==> config.mk <==
export PLATFORM = sky130hd
export DESIGN_NAME = nrtp_ram
export DESIGN_NICKNAME = d
export VERILOG_FILES = /design/src/rtl/core/nrtp_ram.sv
export SDC_FILE = /design/constraint.sdc
export NUM_CORES = 1
export LEC_CHECK = 0
export BUFFER_PORTS_ARGS = -buffer_cell sky130_fd_sc_hd__buf_2
export CAP_MARGIN = 10
export CORE_MARGIN = 4
export CORE_UTILIZATION = 40
export DETAILED_ROUTE_END_ITERATION = 8
export HOLD_SLACK_MARGIN = 0.15
export REMOVE_ABC_BUFFERS = 1
export SLEW_MARGIN = 30
export SYNTH_ARGS = -nofsm -noshare
export SYNTH_HDL_FRONTEND = slang
export SYNTH_SLANG_ARGS = --single-unit
==> constraint.sdc <==
create_clock -name clock -period 2 [get_ports clock]
set_input_delay 0.6 -clock clock [delete_from_list [all_inputs] [get_ports clock]]
set_output_delay 0.6 -clock clock [all_outputs]
set_load 0.02 [all_outputs]
==> src/rtl/core/nrtp_ram.sv <==
// ----------------------------------------------------------------------------
// nrtp_ram
// Generic single write port, single read port RAM with registered read data.
// ----------------------------------------------------------------------------
module nrtp_ram #(
   parameter int WIDTH = 8,
   parameter int DEPTH = 16
) (
   input  logic                     clock,
   input  logic                     wr_en,
   input  logic [$clog2(DEPTH)-1:0] wr_addr,
   input  logic [WIDTH-1:0]         wr_data,
   input  logic [$clog2(DEPTH)-1:0] rd_addr,
   output logic [WIDTH-1:0]         rd_data
);

   logic [WIDTH-1:0] mem_ff [DEPTH];
   logic [WIDTH-1:0] rd_data_ff;

   always_ff @(posedge clock) begin
      if (wr_en) begin
         mem_ff[wr_addr] <= wr_data;
      end
      rd_data_ff <= mem_ff[rd_addr];
   end

   assign rd_data = rd_data_ff;

endmodule

==> results.toml, run 1 <==
[synth]
postSynthAreaPerCell_um2 = 22.48
ys_seq_elements = 136
synth_most_common_cell = "edfxtp_1"
synth_edf_count = 128
syn_area_um2 = 5147
synthTopCellsByArea = "edfxtp_1, mux4_2, mux4_1"
synth_flop_cell = "edfxtp_1"
synth_cell_types = 19
seq_area_frac_synth_pct = 77.78
async_flop_share_pct = 0
ys_top_cells_by_count = "edfxtp_1, mux4_2, a22oi_1, mux4_1, nor2_1"
synth_top_cell_by_area = "edfxtp_1"
syn_inst = 229
synth_top_area_share_pct = 74.67
ys_warn_count = 0

[critical_path]
startpoint_type = "input port"
cp_top_family = "multiplexers"
max_stage_delay_ps = 580
critPathKind = "in2reg"
cp.arrival_ps = 1960
worst_setup_path_end_kind = "register"
path_cells = "buf_2 > buf_12 > mux4_1 > a22oi_1 > nand2_1"
worstPathRequired_ps = 2300
crit_buf_inv = 2
crit_fanout = 19
critPathSlowestCell = "mux4_1"

[timing]
clock_skew_ps = 10.63
rsz0062_at_grt = "no"
max_freq_mhz = 602.2
setup_viol = 0
timing.final.ws_setup_ps = 339.4
slew_viol_final = 0
worst_slew_pin_slew_ps = 735.2
finalCritPeriodShare_pct = 83.03
hold_violations = 0
period_needed_ps = 1661
hold_ws_ps = 557.1
slew_headroom_pct = 50.89

[clock_network]
clk_path_buf_depth = 2
cts.sinks = 136
cts_made_buffers = 17
cts_resized = 0
cts_root_buffer = "clkbuf_16"
clk_pin_slew_ps = 60
post_cts_buffers = 0
cts_tree = "yes"
insertion_delay_ps = 420
ctsHtreeMaxLevel = 4
cts-hold-fix-buffers = 0

[grt]
grt_max_degree = 20
overflow = 0
grt_usage_pct = 14.69
antenna_found_initial = 0
grt_pass1_wl_um = 15100
grt_pass1_vias = 2570

[routing]
wire_per_inst_um = 20.52
drt_iter0_markers = 169
via_per_inst = 5.088
totalWireLength_um = 9809
vias = 2432
drt_pass1_iterations = 4
drc_errors = 0
drt.antenna.violating_nets = 0

[placement]
pre_cts_slack_ps = -78.98
numPortBuffers = 25
gp_congestion = 0.7404
detailed_place_hpwl_um = 6214
placed_cells = 446

[floorplanning]
initial_core_util_pct = 40.79
die_h_um = 121.4
rows = 41
die-area_um2 = 14750
die_w_um = 121.4
core_area_um2 = 12620
ios = 26

[layout]
fill_cells = 1051
fin_cells = 478
multi_input_area_um2 = 1057
area_delta_synth_final_pct = 22.39
nets = 311
final-seq-area_um2 = 4004
diodes = 0
final_util_pct = 49.92
drive_gt1_share_pct = 33.33

[min_path]
min_path_type = "in2reg"

[pwr]
powerDensity_nw_per_um2 = 1069
total_power_mw = 6.733
p_leak_nw = 2.162
peakVddDrop_mv = 0.6825

[run_status]
outcome = "complete, no violations"

[run]
max_cap_violations = 0
-- stage by stage --
stage	setup TNS (ps)	instance area, µm²
detailed placement	-93.82	5689
global placement	-273.5	5689
global route	0	6300
finish	0	6300
CTS	0	6300
floorplan	-743.0	5061
-- placed cells by master, fill, tap and decap left out --
cell        count
and2_1          1
nand3_1         1
nor2_1         13
nor3_1          4
buf_2          25
buf_12          5
mux4_1         14
a22oi_1        16
clkbuf_1        1
clkinvlp_4      3
buf_4          25
dfxtp_1         8
nand2_1         9
bufinv_16       4
clkinv_1        3
clkbuf_16      17
or3b_2          1
nor2b_1         1
and2b_1         1
nand2b_1        2
clkinv_4        2
edfxtp_1      128
clkinv_2        2
nand3b_1        2
mux4_2         18
-- metal layers --
metal	GRT usage [%]	part of all wire, %	up-vias
met2	22.80	51	38
li1	-	-	1103
met5	0	0	-
met1	19.41	44	1273
met3	4.429	3.6	18
met4	6.092	1.8	0
-- cell families after synthesis --
logic type,share of synthesized area [%]
compound gates,2.334
buf+inv,1.677
flops,77.78
mux,15.02
simple gates,3.184
-- cell type report --
class | count | share of cell area [%]
Tap cell | 172 | 3.416
Multi-Input combinational cell | 83 | 16.78
Timing Repair Buffer | 55 | 6.554
Clock inverter | 14 | 2.880
Clock buffer | 18 | 6.812
Sequential cell | 136 | 63.56
-- final timing paths --
kind	from	endpoint	slack, ps	cells after the start
worst min register to register	mem_ff[12][6]	rd_data[6]	660	3
worst min-delay path	wr_data[1]	mem_ff[10][1]	560	1
worst max register to register	mem_ff[0][5]	rd_data[5]	540	3
worst max-delay path	rd_addr[0]	rd_data[2]	340	5
-- worst register-to-register path: stages, from the launching register on --
cell      delay [ps]
edfxtp_1         370
mux4_1           510
a22oi_1          370
nand2_1           90
-- power breakdown --
part	switching (mW)	internal [mW]
clock network	1.13	2.07
registers	0.0147	3.19
logic	0.187	0.146
total	1.33	5.40
-- sequential cells by signal (all words and copies together) (netlist names) --
name / cells
mem_ff: 128
rd_data: 8
Note: power is estimated with default switching activity, not from simulation.
==> inputs of run 2 (changes only) <==
clock period = 1.6 ns   (was 2 ns; I/O delays follow)
==> results.toml, run 2 (synthesized netlist as in run 1, its figures left out) <==
[critical_path]
cp_top_family = "simple AND/OR/NAND/NOR gates"
crit_start = "wr_addr[2]"
worstPathRequired_ps = 1720
ff2ff_path_depth = 4
reg2reg_to = "rd_data[5]"
startpoint_type = "input port"
cp.arrival_ps = 1640
crit_buf_inv = 2
worst_setup_path_end_kind = "register"
crit_fanout = 6
critPathKind = "in2reg"
rrSetupSlack_ps = 200
critPathSlowestCell = "or3b_2"
path_cells = "buf_2 > or3b_2 > nor3_1 > buf_4"
r2r_start = "mem_ff[2][5]"
max_stage_delay_ps = 510

[clock_network]
cts_made_buffers = 17
insertion_delay_ps = 420
cts-hold-fix-buffers = 0
cts_tree = "yes"
post_cts_buffers = 0
clk_pin_slew_ps = 60
ctsHtreeMaxLevel = 4
clk_path_buf_depth = 2
cts_root_buffer = "clkbuf_16"
cts.sinks = 136

[routing]
totalWireLength_um = 10160
via_per_inst = 5.127
drt_iter0_markers = 218
drt_pass1_iterations = 4
drc_errors = 0
vias = 2507
wire_per_inst_um = 20.78
drt.antenna.violating_nets = 0

[timing]
clock_skew_ps = 9.384
slew_viol_final = 0
worst_slew_pin_slew_ps = 802.7
hold_ws_ps = 444.1
max_freq_mhz = 661.2
rsz0062_at_grt = "no"
hold_violations = 0
timing.final.ws_setup_ps = 87.65
setup_viol = 0
finalCritPeriodShare_pct = 94.52
period_needed_ps = 1512
slew_headroom_pct = 46.38

[placement]
numPortBuffers = 25
detailed_place_hpwl_um = 6644
gp_congestion = 0.7761
pre_cts_slack_ps = -351.5

[layout]
layout_commonest_cell = "edfxtp_1"
top_register = "mem_ff"
layout_common_cells = "edfxtp_1, buf_4, buf_2"
largest_register_ffs = 128
fill_cells = 1058
diodes = 0
drive_gt1_share_pct = 36.59
area_delta_synth_final_pct = 24.79
nets = 322

[min_path]
min_from = "wr_data[3]"
holdPathEnd = "mem_ff[1][3]"
hold_depth = 1
min_path_type = "in2reg"

[floorplanning]
rows = 41
initial_core_util_pct = 40.79
die_w_um = 121.4
ios = 26
die-area_um2 = 14750
die_h_um = 121.4
core_area_um2 = 12620

[grt]
grt_pass1_vias = 2617
grt_pass1_wl_um = 15900
grt_usage_pct = 15.40
antenna_found_initial = 0
grt_max_degree = 17
overflow = 0

[pwr]
p_leak_nw = 2.234
peakVddDrop_mv = 0.7234
powerDensity_nw_per_um2 = 1312
p_sw_mw = 1.656
p_seq_share_pct = 47.5
p_int_mw = 6.773
combPwrFrac_pct = 5.4
clockPowerShare_pct = 47.1
switching_share_pct = 19.64

[run_status]
outcome = "complete, no violations"

[run]
max_cap_violations = 0
==> run 2: worst max-delay path by stage <==
stage	endpoint	slack [ps]	depth (start not counted)
after floorplan	mem_ff[0][0]	-370	2
after global placement	mem_ff[0][0]	-340	4
after detailed placement	rd_data[2]	-350	6
after CTS	rd_data[2]	90	6
after global routing	rd_data[2]	10	6
final	mem_ff[0][7]	90	4
==> run 2: repair_timing <==
item | CTS | global route
gates resized for setup | 0 | 1
endpoints found under the hold margin | 0 | 0
setup endpoints to repair | 0 | 1
==> run 2: worst reg2reg max path, delay by kind of cell, from the launching register on <==
family	cells	cell delay, ps
compound gates	1	220
buf+inv	1	160
flops	1	360
mux	1	510
simple gates	1	50
==> run 2: metrics by stage <==
| step | total power [mW] | cells | instance area (µm²) | utilization (%) | TNS (ps) |
|---|---|---|---|---|---|
| after CTS | 8.518 | 489 | 6419 | 50.86 | 0 |
| final | 8.429 | 489 | 6424 | 50.90 | 0 |
| after global routing | 8.729 | 489 | 6424 | 50.90 | 0 |
| after floorplan | 4.263 | 219 | 5061 | - | -7312 |
| after global placement | 4.529 | 457 | 5809 | 46.03 | -9601 |
| after detailed placement | 4.541 | 457 | 5809 | 46.03 | -9193 |
==> run 2: power by group through the flow <==
stage / sequential (mW) / clock (mW) / combinational (mW)
after floorplan: 4.10 / 0 / 0.160
after global placement: 4.08 / 0 / 0.453
after detailed placement: 4.08 / 0 / 0.460
after CTS: 4.01 / 4.05 / 0.461
after global routing: 4.01 / 4.22 / 0.494
final: 4.01 / 3.97 / 0.453
==> run 2: area by class of cell <==
| class | count | area, µm² | share of cell area (%) |
|---|---|---|---|
| Sequential cell | 136 | 4004 | 62.33 |
| Multi-Input combinational cell | 83 | 1062 | 16.54 |
| Timing Repair Buffer | 66 | 533.0 | 8.298 |
| Clock buffer | 17 | 425.4 | 6.623 |
| Tap cell | 172 | 215.2 | 3.350 |
| Clock inverter | 15 | 183.9 | 2.863 |
==> run 2: routing by layer <==
metal	GRT usage (%)	wire length [µm]	up-vias
met1	20.74	4392	1308
li1	-	-	1128
met3	4.056	563	9
met5	0	0	-
met2	23.83	5059	62
met4	6.513	146	0
