--- config.mk ---
export PLATFORM = sky130hd
export DESIGN_NAME = nrtp_div
export DESIGN_NICKNAME = d
export VERILOG_FILES = /design/src/rtl/core/nrtp_pkg.sv /design/src/rtl/core/nrtp_div.sv
export SDC_FILE = /design/constraint.sdc
export NUM_CORES = 1
export LEC_CHECK = 0
export BUFFER_PORTS_ARGS = -buffer_cell sky130_fd_sc_hd__buf_2
export CAP_MARGIN = 20
export CORE_ASPECT_RATIO = 1.2
export CORE_UTILIZATION = 50
export CTS_CLUSTER_SIZE = 20
export DETAILED_ROUTE_END_ITERATION = 16
export HOLD_SLACK_MARGIN = 0.05
export PLACE_DENSITY = 0.84
export SYNTH_ARGS = -nofsm -noshare
export SYNTH_HDL_FRONTEND = slang
export SYNTH_SLANG_ARGS = --single-unit
--- constraint.sdc ---
create_clock -name clock -period 10.76 [get_ports clock]
set_input_delay 3.228 -clock clock [delete_from_list [all_inputs] [get_ports clock]]
set_output_delay 3.228 -clock clock [all_outputs]
set_load 0.01 [all_outputs]
--- src/rtl/core/nrtp_pkg.sv ---
// ----------------------------------------------------------------------------
// nrtp_pkg
// Shared widths, command codes, status codes and divider handshake types of the region timing profiler.
// ----------------------------------------------------------------------------
package nrtp_pkg;

   // Parameter defaults
   localparam int MAX_REGIONS_DEF = 128;
   localparam int STACK_DEPTH_DEF = 64;
   localparam int TIME_BITS_DEF   = 32;

   // Fixed field widths
   localparam int CMD_W = 3;
   localparam int ID_W  = 7;
   localparam int TS_W  = 32;
   localparam int ST_W  = 3;
   localparam int CNT_W = 32;
   localparam int SUM_W = 48;
   localparam int OUT_W = 32;

   // Commands
   localparam logic [CMD_W-1:0] CMD_REGISTER = 3'd0;
   localparam logic [CMD_W-1:0] CMD_PUSH     = 3'd1;
   localparam logic [CMD_W-1:0] CMD_POP      = 3'd2;
   localparam logic [CMD_W-1:0] CMD_RESET    = 3'd3;
   localparam logic [CMD_W-1:0] CMD_QUERY    = 3'd4;

   // Status codes
   localparam logic [ST_W-1:0] ST_OK          = 3'd0;
   localparam logic [ST_W-1:0] ST_TABLE_FULL  = 3'd1;
   localparam logic [ST_W-1:0] ST_STACK_FULL  = 3'd2;
   localparam logic [ST_W-1:0] ST_STACK_EMPTY = 3'd3;
   localparam logic [ST_W-1:0] ST_UNREG       = 3'd4;

   // Handshake between sequencer and divider
   typedef struct packed {
      logic start;
   } div_ctrl_type;

   typedef struct packed {
      logic done;
   } div_stat_type;

endpackage

--- src/rtl/core/nrtp_div.sv ---
// ----------------------------------------------------------------------------
// nrtp_div
// Restoring divider, one quotient bit a cycle, quotient saturated to 32 bits.
// ----------------------------------------------------------------------------
module nrtp_div (
   input  logic                        clock,
   input  logic                        reset,
   input  nrtp_pkg::div_ctrl_type      ctrl,
   input  logic [nrtp_pkg::SUM_W-1:0]  dividend,
   input  logic [nrtp_pkg::CNT_W-1:0]  divisor,
   output nrtp_pkg::div_stat_type      stat,
   output logic [nrtp_pkg::OUT_W-1:0]  quotient
);

   localparam int CW = nrtp_pkg::CNT_W;
   localparam int OW = nrtp_pkg::OUT_W;
   localparam int SW = nrtp_pkg::SUM_W;
   localparam int IW = $clog2(OW);

   logic          busy_ff, busy_in;
   logic          done_ff, done_in;
   logic [IW-1:0] iter_ff, iter_in;
   logic [CW-1:0] rem_ff, rem_in;
   logic [OW-1:0] quo_ff, quo_in;
   logic [CW-1:0] dvs_ff, dvs_in;
   logic [CW-1:0] top_part;
   logic [CW:0]   trial;
   logic          fits;

   assign top_part = CW'(dividend[SW-1:OW]);
   assign trial    = {rem_ff, quo_ff[OW-1]};
   assign fits     = trial >= {1'b0, dvs_ff};

   always_comb begin
      busy_in = busy_ff;
      done_in = 1'b0;
      iter_in = iter_ff;
      rem_in  = rem_ff;
      quo_in  = quo_ff;
      dvs_in  = dvs_ff;
      if (ctrl.start) begin
         dvs_in = divisor;
         if (top_part >= divisor) begin
            // quotient needs more than 32 bits: clamp
            quo_in  = '1;
            done_in = 1'b1;
         end else begin
            rem_in  = top_part;
            quo_in  = dividend[OW-1:0];
            iter_in = IW'(OW - 1);
            busy_in = 1'b1;
         end
      end else if (busy_ff) begin
         // shift in the next dividend bit, subtract where it fits
         if (fits) begin
            rem_in = CW'(trial - {1'b0, dvs_ff});
         end else begin
            rem_in = trial[CW-1:0];
         end
         quo_in = {quo_ff[OW-2:0], fits};
         if (iter_ff == '0) begin
            busy_in = 1'b0;
            done_in = 1'b1;
         end else begin
            iter_in = iter_ff - 1'b1;
         end
      end
   end

   always_ff @(posedge clock) begin
      if (reset) begin
         busy_ff <= 1'b0;
         done_ff <= 1'b0;
      end else begin
         busy_ff <= busy_in;
         done_ff <= done_in;
      end
      iter_ff <= iter_in;
      rem_ff  <= rem_in;
      quo_ff  <= quo_in;
      dvs_ff  <= dvs_in;
   end

   assign stat.done = done_ff;
   assign quotient  = quo_ff;

endmodule

==> results.toml, run 1 <==
[clocking]
cts_htree_levels = 3
post_cts_hold_buffer_count = 0
worst_setup_hold_path_clk_slew_ps = 70
postCtsResizedCells = 0
cts_root_buf = "sky130_fd_sc_hd__clkbuf_16"
cts_num_sinks = 103
cts_inserted_buffers = 9
post_cts_repair_timing_setup_buffer_count = 0
clock_tree.buffer_depth = 2
clk_latency_ps = 360
tritoncts_clock_tree = "done"

[yosys]
synthesis.nets = 788
number_of_enable_flip_flop_cells_after_synthesis = 101
synth-seq-cells = 103
yosysTopAreaCellShare_pct = 46.2
seq_area_frac_synth_pct = 46.8
synth.avg_cell_area_um2 = 10.0
synthTopCellsByArea = "sky130_fd_sc_hd__edfxtp_1, sky130_fd_sc_hd__ha_1, sky130_fd_sc_hd__a21oi_1"
synth_area_um2 = 6570
synth_ff_type = "sky130_fd_sc_hd__edfxtp_1"
synthDominantAreaCellType = "sky130_fd_sc_hd__edfxtp_1"
synth-async-reset-ratio_pct = 0
ys.warnings.count = 0
postSynthCellCount = 655
post_synth_num_cell_types = 58

[die]
fp.coreArea_um2 = 12700
fp-row-count = 45
pin_count = 116
initial_core_util_pct = 51.6
die_area_um2 = 13600
dieHeight_um = 128
die_x_um = 107

[routing]
drt-vias-per-instance = 5.52
drt_iter0_markers = 311
ant_nets = 0
detailedRoute.firstPassIterationCount = 4
vias = 5136
drc_violations_left = 0
avgRoutedWirePerCell_um = 15.3
detail_route.wirelength_mm = 14.3

[worst_hold_path]
worstHoldPathCells = 2
min_path_type = "reg -> reg"
min_to = "stat"
hp-start = "busy_ff"

[critical_path]
worstSetupEndpointType = "flip-flop"
criticalPathCategory = "in -> reg"
worst_r2r_startpoint = "rem_ff[3]"
path_max_fanout = 35
critical_path.reg2reg.endpoint = "rem_ff[13]"
worstSetupStartpointType = "input pin"
timing.reg2reg.worst_path_depth = 10
timing.reg2reg.setup_slack_ps = 7130
crit_required_ps = 10780
arrival_ps = 5820

[global_route]
grt_first_pass_wirelength_mm = 23.4
initial_antenna_violation_count = 0
grt_max_degree = 71
number_of_global_route_vias_before_repair = 4983
grtUsageTotal_pct = 21.5
global_route.overflow_total = 0

[placement]
post_dp_cell_area_um2 = 7260
routabilityCongestion = 0.866
port_buffers = 115
post-dp-hpwl_mm = 10.4

[flow_run]
timing.max_cap.violations = 0

[final_layout]
fraction_of_final_layout_cells_sized_beyond_drive_strength_1_pct = 20.6
mostFrequentLayoutCell = "sky130_fd_sc_hd__buf_2"
antennaDiodeCount = 0
final_nets = 894
area.growth.synth_to_final_pct = 15.0
final_design_area_no_fill_um2 = 7550
final_cell_mix = "sky130_fd_sc_hd__buf_2, sky130_fd_sc_hd__nor2_1, sky130_fd_sc_hd__edfxtp_1"

[timing]
timing.final.setup_violations = 0
finalHoldViolCount = 0
layout_worst_path_cycle_share_pct = 53.8
timing.slew.headroom_pct = 40.8
grt_setup_unrepaired = "no"
maxSlewViolCount = 0
fin_skew_ps = 8.43
achievable-frequency_mhz = 173
transition_time_of_the_tightest_slew_check_pin_ps = 889
fin_setup_tns_ps = 0
timing.final.crit_period_ps = 5790

[power_and_ir_drop]
p_leak_nw = 3.35
power.density_cell_area_nw_per_um2 = 217
vdd_ir_drop_max_mv = 0.102

[run_status]
status = "complete, no violations"
## worst max-delay path, stage by stage
cell and delay, ps:
sky130_fd_sc_hd__buf_2 90, sky130_fd_sc_hd__inv_1 40, sky130_fd_sc_hd__ha_1 280, sky130_fd_sc_hd__nand2b_1 140, sky130_fd_sc_hd__a21o_1 170, sky130_fd_sc_hd__a21o_1 170
sky130_fd_sc_hd__a21oi_1 230, sky130_fd_sc_hd__o211ai_1 120, sky130_fd_sc_hd__nand2_1 100, sky130_fd_sc_hd__a21oi_2 50, sky130_fd_sc_hd__buf_4 240, sky130_fd_sc_hd__a21oi_2 500
sky130_fd_sc_hd__buf_4 430
## routing by layer
layer  global-route usage, %  share of wire [%]
met4                    6.12                1.7
met3                    4.08                4.8
met5                       0                  0
met1                    27.8                 43
met2                    36.7                 50
## stage by stage
step                      total power [mW]  hold slack (ps)  setup slack [ps]  std cells  utilization, %
final                                 1.64              573              4970        930            59.4
after global routing                  1.74              605              4740        930            59.4
after CTS                             1.63              581              4900        930            59.4
after detailed placement              1.30              542              4560        914            57.1
after global placement                1.28              518              4630        914            57.1
after floorplan                       1.17              483              3920        655               -
## worst max path at each step
stage	startpoint	to	slack, ps	cells past startpoint
final	dividend[32]	rem_ff[20]	4970	13
after global routing	dividend[32]	rem_ff[18]	4740	13
after CTS	dividend[32]	rem_ff[18]	4900	13
after detailed placement	dividend[32]	rem_ff[14]	4560	13
after global placement	dividend[32]	rem_ff[17]	4630	13
after floorplan	dividend[32]	iter_ff[0]	3920	11
## cell families after synthesis
logic type	after synthesis	synth area share (%)
AO/OA/AOI/OAI	161	16.3
XOR/XNOR	30	4.00
adder cells (fa/ha/maj)	50	9.64
flip-flops	103	46.8
multiplexers	28	4.31
buffers and inverters	85	5.47
AND/OR/NAND/NOR	198	13.5
## power by group
| group | leakage (nW) | internal, mW | switching, mW |
|---|---|---|---|
| Sequential | 1.01 | 0.533 | 0.0374 |
| Clock | 0.140 | 0.164 | 0.161 |
| Combinational | 2.20 | 0.321 | 0.421 |
| Total | 3.35 | 1.02 | 0.619 |
## registers in the layout, indices dropped and copies added (netlist names)
signal / cells
dvs_ff: 32
iter_ff: 5
rem_ff: 32
stat: 1
busy_ff: 1
quotient: 32
## area by class of cell
cell class | count | area, um^2
multi-input combinational | 467 | 3140
clock buffer | 10 | 229
tap | 164 | 205
timing repair buffer | 120 | 616
fill | 1113 | 5170
clock inverter | 6 | 63.8
sequential | 103 | 3070
inverter | 60 | 225
## cells in the mapped netlist, drive strengths merged, types with 4 or more instances
cell / n
o21bai: 5
o31ai: 4
xnor2: 15
o21a: 4
nor4: 6
o21ai: 14
a21oi: 80
nand3: 6
a21o: 19
and2: 4
xor2: 15
a211oi: 6
nand2b: 9
nor2: 108
inv: 60
and3: 4
nand2: 33
buf: 7
mux2i: 26
nor3: 5
clkbuf: 18
a31oi: 5
nand4: 10
ha: 49
nor2b: 5
a31o: 5
edfxtp: 101
No activity file was read; power rests on OpenSTA's default activity.
==> run 2, diff against run 1 <==
==> constraint.sdc (replaced) <==
create_clock -name clock -period 6 [get_ports clock]
set_input_delay 1.8 -clock clock [delete_from_list [all_inputs] [get_ports clock]]
set_output_delay 1.8 -clock clock [all_outputs]
set_load 0.01 [all_outputs]
==> run 2 against run 1 <==
Against the previous run: die area is the same; critical path depth did not move; global-route usage rose by 0.33 points; worst setup slack lost 3300 ps; core utilization grew 0.059 points; wire length rose by 0.78%; first-iteration DRC count shrank 20%; critical endpoint is now rem_ff[16]; largest cell class unchanged; largest power group unchanged.
==> results.toml, run 2 (synthesis gave the netlist of run 1 again) <==
[run_status]
status = "complete, no violations"

[die]
initial_core_util_pct = 51.6
die_x_um = 107
fp.coreArea_um2 = 12700
pin_count = 116
fp-row-count = 45
die_area_um2 = 13600
dieHeight_um = 128

[timing]
fin_skew_ps = 12.4
holdWs_ps = 543
transition_time_of_the_tightest_slew_check_pin_ps = 1030
fin_setup_tns_ps = 0
finalHoldViolCount = 0
timing.final.crit_period_ps = 4350
timing.final.setup_violations = 0
maxSlewViolCount = 0
timing.slew.headroom_pct = 31.3
layout_worst_path_cycle_share_pct = 72.5
achievable-frequency_mhz = 230
grt_setup_unrepaired = "no"

[clocking]
worst_setup_hold_path_clk_slew_ps = 80
clk_latency_ps = 360
post_cts_hold_buffer_count = 0
clock_tree.buffer_depth = 2
cts_root_buf = "sky130_fd_sc_hd__clkbuf_16"
tritoncts_clock_tree = "done"
postCtsResizedCells = 0
post_cts_repair_timing_setup_buffer_count = 0
cts_inserted_buffers = 9
cts_htree_levels = 3
cts_num_sinks = 103

[final_layout]
post_route_core_utilization_pct = 59.4
final_nets = 894
area.growth.synth_to_final_pct = 15.1
fraction_of_final_layout_cells_sized_beyond_drive_strength_1_pct = 20.8
antennaDiodeCount = 0
final_cell_mix = "sky130_fd_sc_hd__buf_2, sky130_fd_sc_hd__nor2_1, sky130_fd_sc_hd__edfxtp_1"
final_design_area_no_fill_um2 = 7560
mostFrequentLayoutCell = "sky130_fd_sc_hd__buf_2"

[routing]
drt_iter0_markers = 249
drc_violations_left = 0
drt-vias-per-instance = 5.45
detailedRoute.firstPassIterationCount = 5
detail_route.wirelength_mm = 14.4
avgRoutedWirePerCell_um = 15.4
vias = 5073
ant_nets = 0

[power_and_ir_drop]
p_leak_nw = 3.36
fin_total_pwr_mw = 2.93
vdd_ir_drop_max_mv = 0.265
power.density_cell_area_nw_per_um2 = 387

[critical_path]
worstSetupEndpointType = "flip-flop"
crit_required_ps = 6010
arrival_ps = 4360
path_max_fanout = 35
worstSetupStartpointType = "input pin"
criticalPathCategory = "in -> reg"

[placement]
port_buffers = 115
post_dp_cell_area_um2 = 7260
post-dp-hpwl_mm = 10.5
routabilityCongestion = 0.865

[global_route]
global_route.overflow_total = 0
grtUsageTotal_pct = 21.8
number_of_global_route_vias_before_repair = 5000
grt_first_pass_wirelength_mm = 23.4
grt_max_degree = 98
initial_antenna_violation_count = 0

[flow_run]
timing.max_cap.violations = 0

[worst_hold_path]
min_path_type = "reg -> reg"
-- run 2: final timing paths --
kind                                   start          to  slack [ps]  cells after the start
worst max-delay path            dividend[32]  rem_ff[16]        1650                     13
worst min register to register       busy_ff        stat         540                      2
worst min-delay path                 busy_ff        stat         540                      2
worst max register to register    rem_ff[27]   rem_ff[3]        2400                      9
-- run 2: per-stage QoR --
| step | instances | setup WS [ps] |
|---|---|---|
| global placement | 914 | 1280 |
| detailed placement | 914 | 1230 |
| floorplan | 655 | 591 |
| CTS | 930 | 1590 |
| finish | 930 | 1650 |
| global route | 930 | 1420 |
-- run 2: cell type report --
class	instances	area [um^2]
sequential	103	3070
timing repair buffer	120	616
clock buffer	9	225
clock inverter	7	75.1
fill	1106	5160
multi-input combinational	467	3140
inverter	60	225
tap	164	205
-- run 2: layer usage --
layer | track usage [%] | wire length, um | share of wire, % | up-vias
li1 | - | - | - | 2569
met1 | 27.0 | 6030 | 42 | 2352
met3 | 4.80 | 731 | 5.1 | 19
met4 | 6.45 | 250 | 1.7 | 0
met5 | 0 | 0 | 0 | -
met2 | 38.0 | 7350 | 51 | 133
-- run 2: critical path, cell delays in order --
cell	delay (ps)
sky130_fd_sc_hd__buf_2	90
sky130_fd_sc_hd__inv_1	40
sky130_fd_sc_hd__ha_1	270
sky130_fd_sc_hd__nand2b_1	140
sky130_fd_sc_hd__a21o_1	170
sky130_fd_sc_hd__a21o_1	180
sky130_fd_sc_hd__a21oi_1	200
sky130_fd_sc_hd__o211ai_1	110
sky130_fd_sc_hd__nand2_1	100
sky130_fd_sc_hd__a21oi_2	50
sky130_fd_sc_hd__buf_4	240
sky130_fd_sc_hd__a21oi_2	500
sky130_fd_sc_hd__buf_4	450
-- run 2: where the power goes --
group / total, mW / internal [mW] / switching (mW)
combinational: 1.31 / 0.576 / 0.739
clock: 0.588 / 0.294 / 0.294
sequential: 1.02 / 0.956 / 0.0670
==> run 3, diff against run 2 <==
--- a/config.mk
+++ b/config.mk
@@ -12,7 +12,7 @@
 export CTS_CLUSTER_SIZE = 20
 export DETAILED_ROUTE_END_ITERATION = 16
 export HOLD_SLACK_MARGIN = 0.05
-export PLACE_DENSITY = 0.84
+export PLACE_DENSITY = 0.86
 export SYNTH_ARGS = -nofsm -noshare
 export SYNTH_HDL_FRONTEND = slang
 export SYNTH_SLANG_ARGS = --single-unit
==> constraint.sdc (replaced) <==
create_clock -name clock -period 3.5 [get_ports clock]
set_input_delay 1.05 -clock clock [delete_from_list [all_inputs] [get_ports clock]]
set_output_delay 1.05 -clock clock [all_outputs]
set_load 0.01 [all_outputs]
==> run 3 against run 2 <==
Against the previous run: register-to-register slack worse by 2200 ps; sequential power is 73% higher; design area is 2.0% higher; wire length is 1.3% higher; critical endpoint is now rem_ff[15]; cell count is 0.97% higher; critical path depth is 2 lower; first-iteration DRC count is 5.2% higher; highest routed layer unchanged; via count is 4.5% higher; non-clock buffer count is 9 higher.
==> results.toml, run 3 (synthesis gave the netlist of run 1 again) <==
[run_status]
status = "complete, no violations"

[critical_path]
criticalPathCategory = "reg -> reg"
worstSetupStartpointType = "flip-flop"
slowest_stage = "sky130_fd_sc_hd__edfxtp_1"
worstSetupEndpointType = "flip-flop"
path_buf_inv = 1
path_max_fanout = 15
crit_required_ps = 3600
arrival_ps = 3400
path_cells = "ha_1 -> nor2_1 -> a211o_1 -> a31oi_2 -> a31oi_2 -> o31ai_4 -> a31o_4 -> a41o_4 -> buf_12 -> mux2i_1 -> a21oi_1"
worst_path_most_repeated_cell = "sky130_fd_sc_hd__a31oi_2"
cp_top_family = "compound AO/OA/AOI/OAI gates"
critical-path-max-stage-delay_ps = 420

[power_and_ir_drop]
fin_total_pwr_mw = 5.19
power.switching_mw = 1.95
power.density_cell_area_nw_per_um2 = 673
comb_power_share_pct = 45.9
p_leak_nw = 3.43
swShare_pct = 37.6
cell_internal_pwr_mw = 3.24
share_seq_of_total_power_pct = 33.9
power_frac_clock_pct = 20.2
vdd_ir_drop_max_mv = 0.352

[timing]
timing.final.setup_violations = 0
achievable-frequency_mhz = 303
grt_setup_unrepaired = "no"
transition_time_of_the_tightest_slew_check_pin_ps = 567
layout_worst_path_cycle_share_pct = 94.4
maxSlewViolCount = 0
timing.slew.headroom_pct = 61.9
holdWs_ps = 556
timing.final.crit_period_ps = 3300
fin_setup_tns_ps = 0
timing.final.ws_setup_ps = 196
finalHoldViolCount = 0
fin_skew_ps = 9.45

[global_route]
global_route.overflow_total = 0
grt_first_pass_wirelength_mm = 23.1
initial_antenna_violation_count = 0
grtUsageTotal_pct = 21.5
grt_max_degree = 92
number_of_global_route_vias_before_repair = 5000

[final_layout]
mostFrequentLayoutCell = "sky130_fd_sc_hd__buf_2"
final_cell_mix = "sky130_fd_sc_hd__buf_2, sky130_fd_sc_hd__nor2_1, sky130_fd_sc_hd__edfxtp_1"
fraction_of_final_layout_cells_sized_beyond_drive_strength_1_pct = 21.8
area.growth.synth_to_final_pct = 17.4
antennaDiodeCount = 0
fin_cells = 939
final_nets = 903

[clocking]
worst_setup_hold_path_clk_slew_ps = 80
post_cts_hold_buffer_count = 0
cts_inserted_buffers = 9
cts_num_sinks = 103
clk_latency_ps = 360
tritoncts_clock_tree = "done"
clock_tree.buffer_depth = 2
cts_htree_levels = 3
cts_root_buf = "sky130_fd_sc_hd__clkbuf_16"
post_cts_repair_timing_setup_buffer_count = 0
postCtsResizedCells = 0

[die]
fp-row-count = 45
die_area_um2 = 13600
die_x_um = 107
dieHeight_um = 128
initial_core_util_pct = 51.6
fp.coreArea_um2 = 12700
pin_count = 116

[placement]
preCtsSetupSlack_ps = 172
place_inst = 923
post-dp-hpwl_mm = 10.8
routabilityCongestion = 0.868
port_buffers = 115

[routing]
drc_violations_left = 0
ant_nets = 0
drt_iter0_markers = 262
vias = 5299
detailedRoute.firstPassIterationCount = 5
drt-vias-per-instance = 5.64
avgRoutedWirePerCell_um = 15.5
detail_route.wirelength_mm = 14.5

[flow_run]
timing.max_cap.violations = 0

[worst_hold_path]
min_path_type = "reg -> reg"
-- run 3: worst paths after layout --
path	startpoint	to	slack, ps	cells after the start
worst min-delay path	busy_ff	stat	560	2
worst min register to register	busy_ff	stat	560	2
worst max register to register	rem_ff[1]	rem_ff[15]	200	11
worst max-delay path	rem_ff[1]	rem_ff[15]	200	11
-- run 3: worst register-to-register path, cell delays in order (launching register included) --
cell,delay [ps]
sky130_fd_sc_hd__edfxtp_1,420
sky130_fd_sc_hd__ha_1,400
sky130_fd_sc_hd__nor2_1,60
sky130_fd_sc_hd__a211o_1,310
sky130_fd_sc_hd__a31oi_2,210
sky130_fd_sc_hd__a31oi_2,190
sky130_fd_sc_hd__o31ai_4,340
sky130_fd_sc_hd__a31o_4,240
sky130_fd_sc_hd__a41o_4,350
sky130_fd_sc_hd__buf_12,200
sky130_fd_sc_hd__mux2i_1,240
sky130_fd_sc_hd__a21oi_1,90
-- run 3: cell type report --
type | instances | area (um^2)
Clock buffer | 9 | 225
Multi-Input combinational cell | 467 | 3170
Timing Repair Buffer | 129 | 721
Inverter | 60 | 225
Fill cell | 1071 | 5010
Clock inverter | 7 | 93.8
Sequential cell | 103 | 3070
Tap cell | 164 | 205
-- run 3: layer usage --
metal  global-route usage (%)  vias up  share of wire, %  wire (um)
met3                     4.29       34               5.0        732
met5                        0        -                 0          0
li1                         -     2589                 -          -
met4                     7.25        0               2.3        328
met2                     38.0      169                51       7480
met1                     26.1     2507                41       6000
-- run 3: power groups by stage --
stage | Combinational [mW] | Clock (mW) | Sequential [mW]
floorplan | 1.83 | 0 | 1.76
global placement | 2.28 | 0 | 1.77
detailed placement | 2.33 | 0 | 1.78
CTS | 2.35 | 1.06 | 1.76
global route | 2.60 | 1.11 | 1.78
finish | 2.38 | 1.05 | 1.76
-- run 3: through the flow --
| stage | utilization (%) | area (um^2) |
|---|---|---|
| CTS | 60.5 | 7700 |
| finish | 60.6 | 7710 |
| global route | 60.6 | 7710 |
| global placement | 58.0 | 7380 |
| detailed placement | 58.0 | 7380 |
| floorplan | - | 6590 |
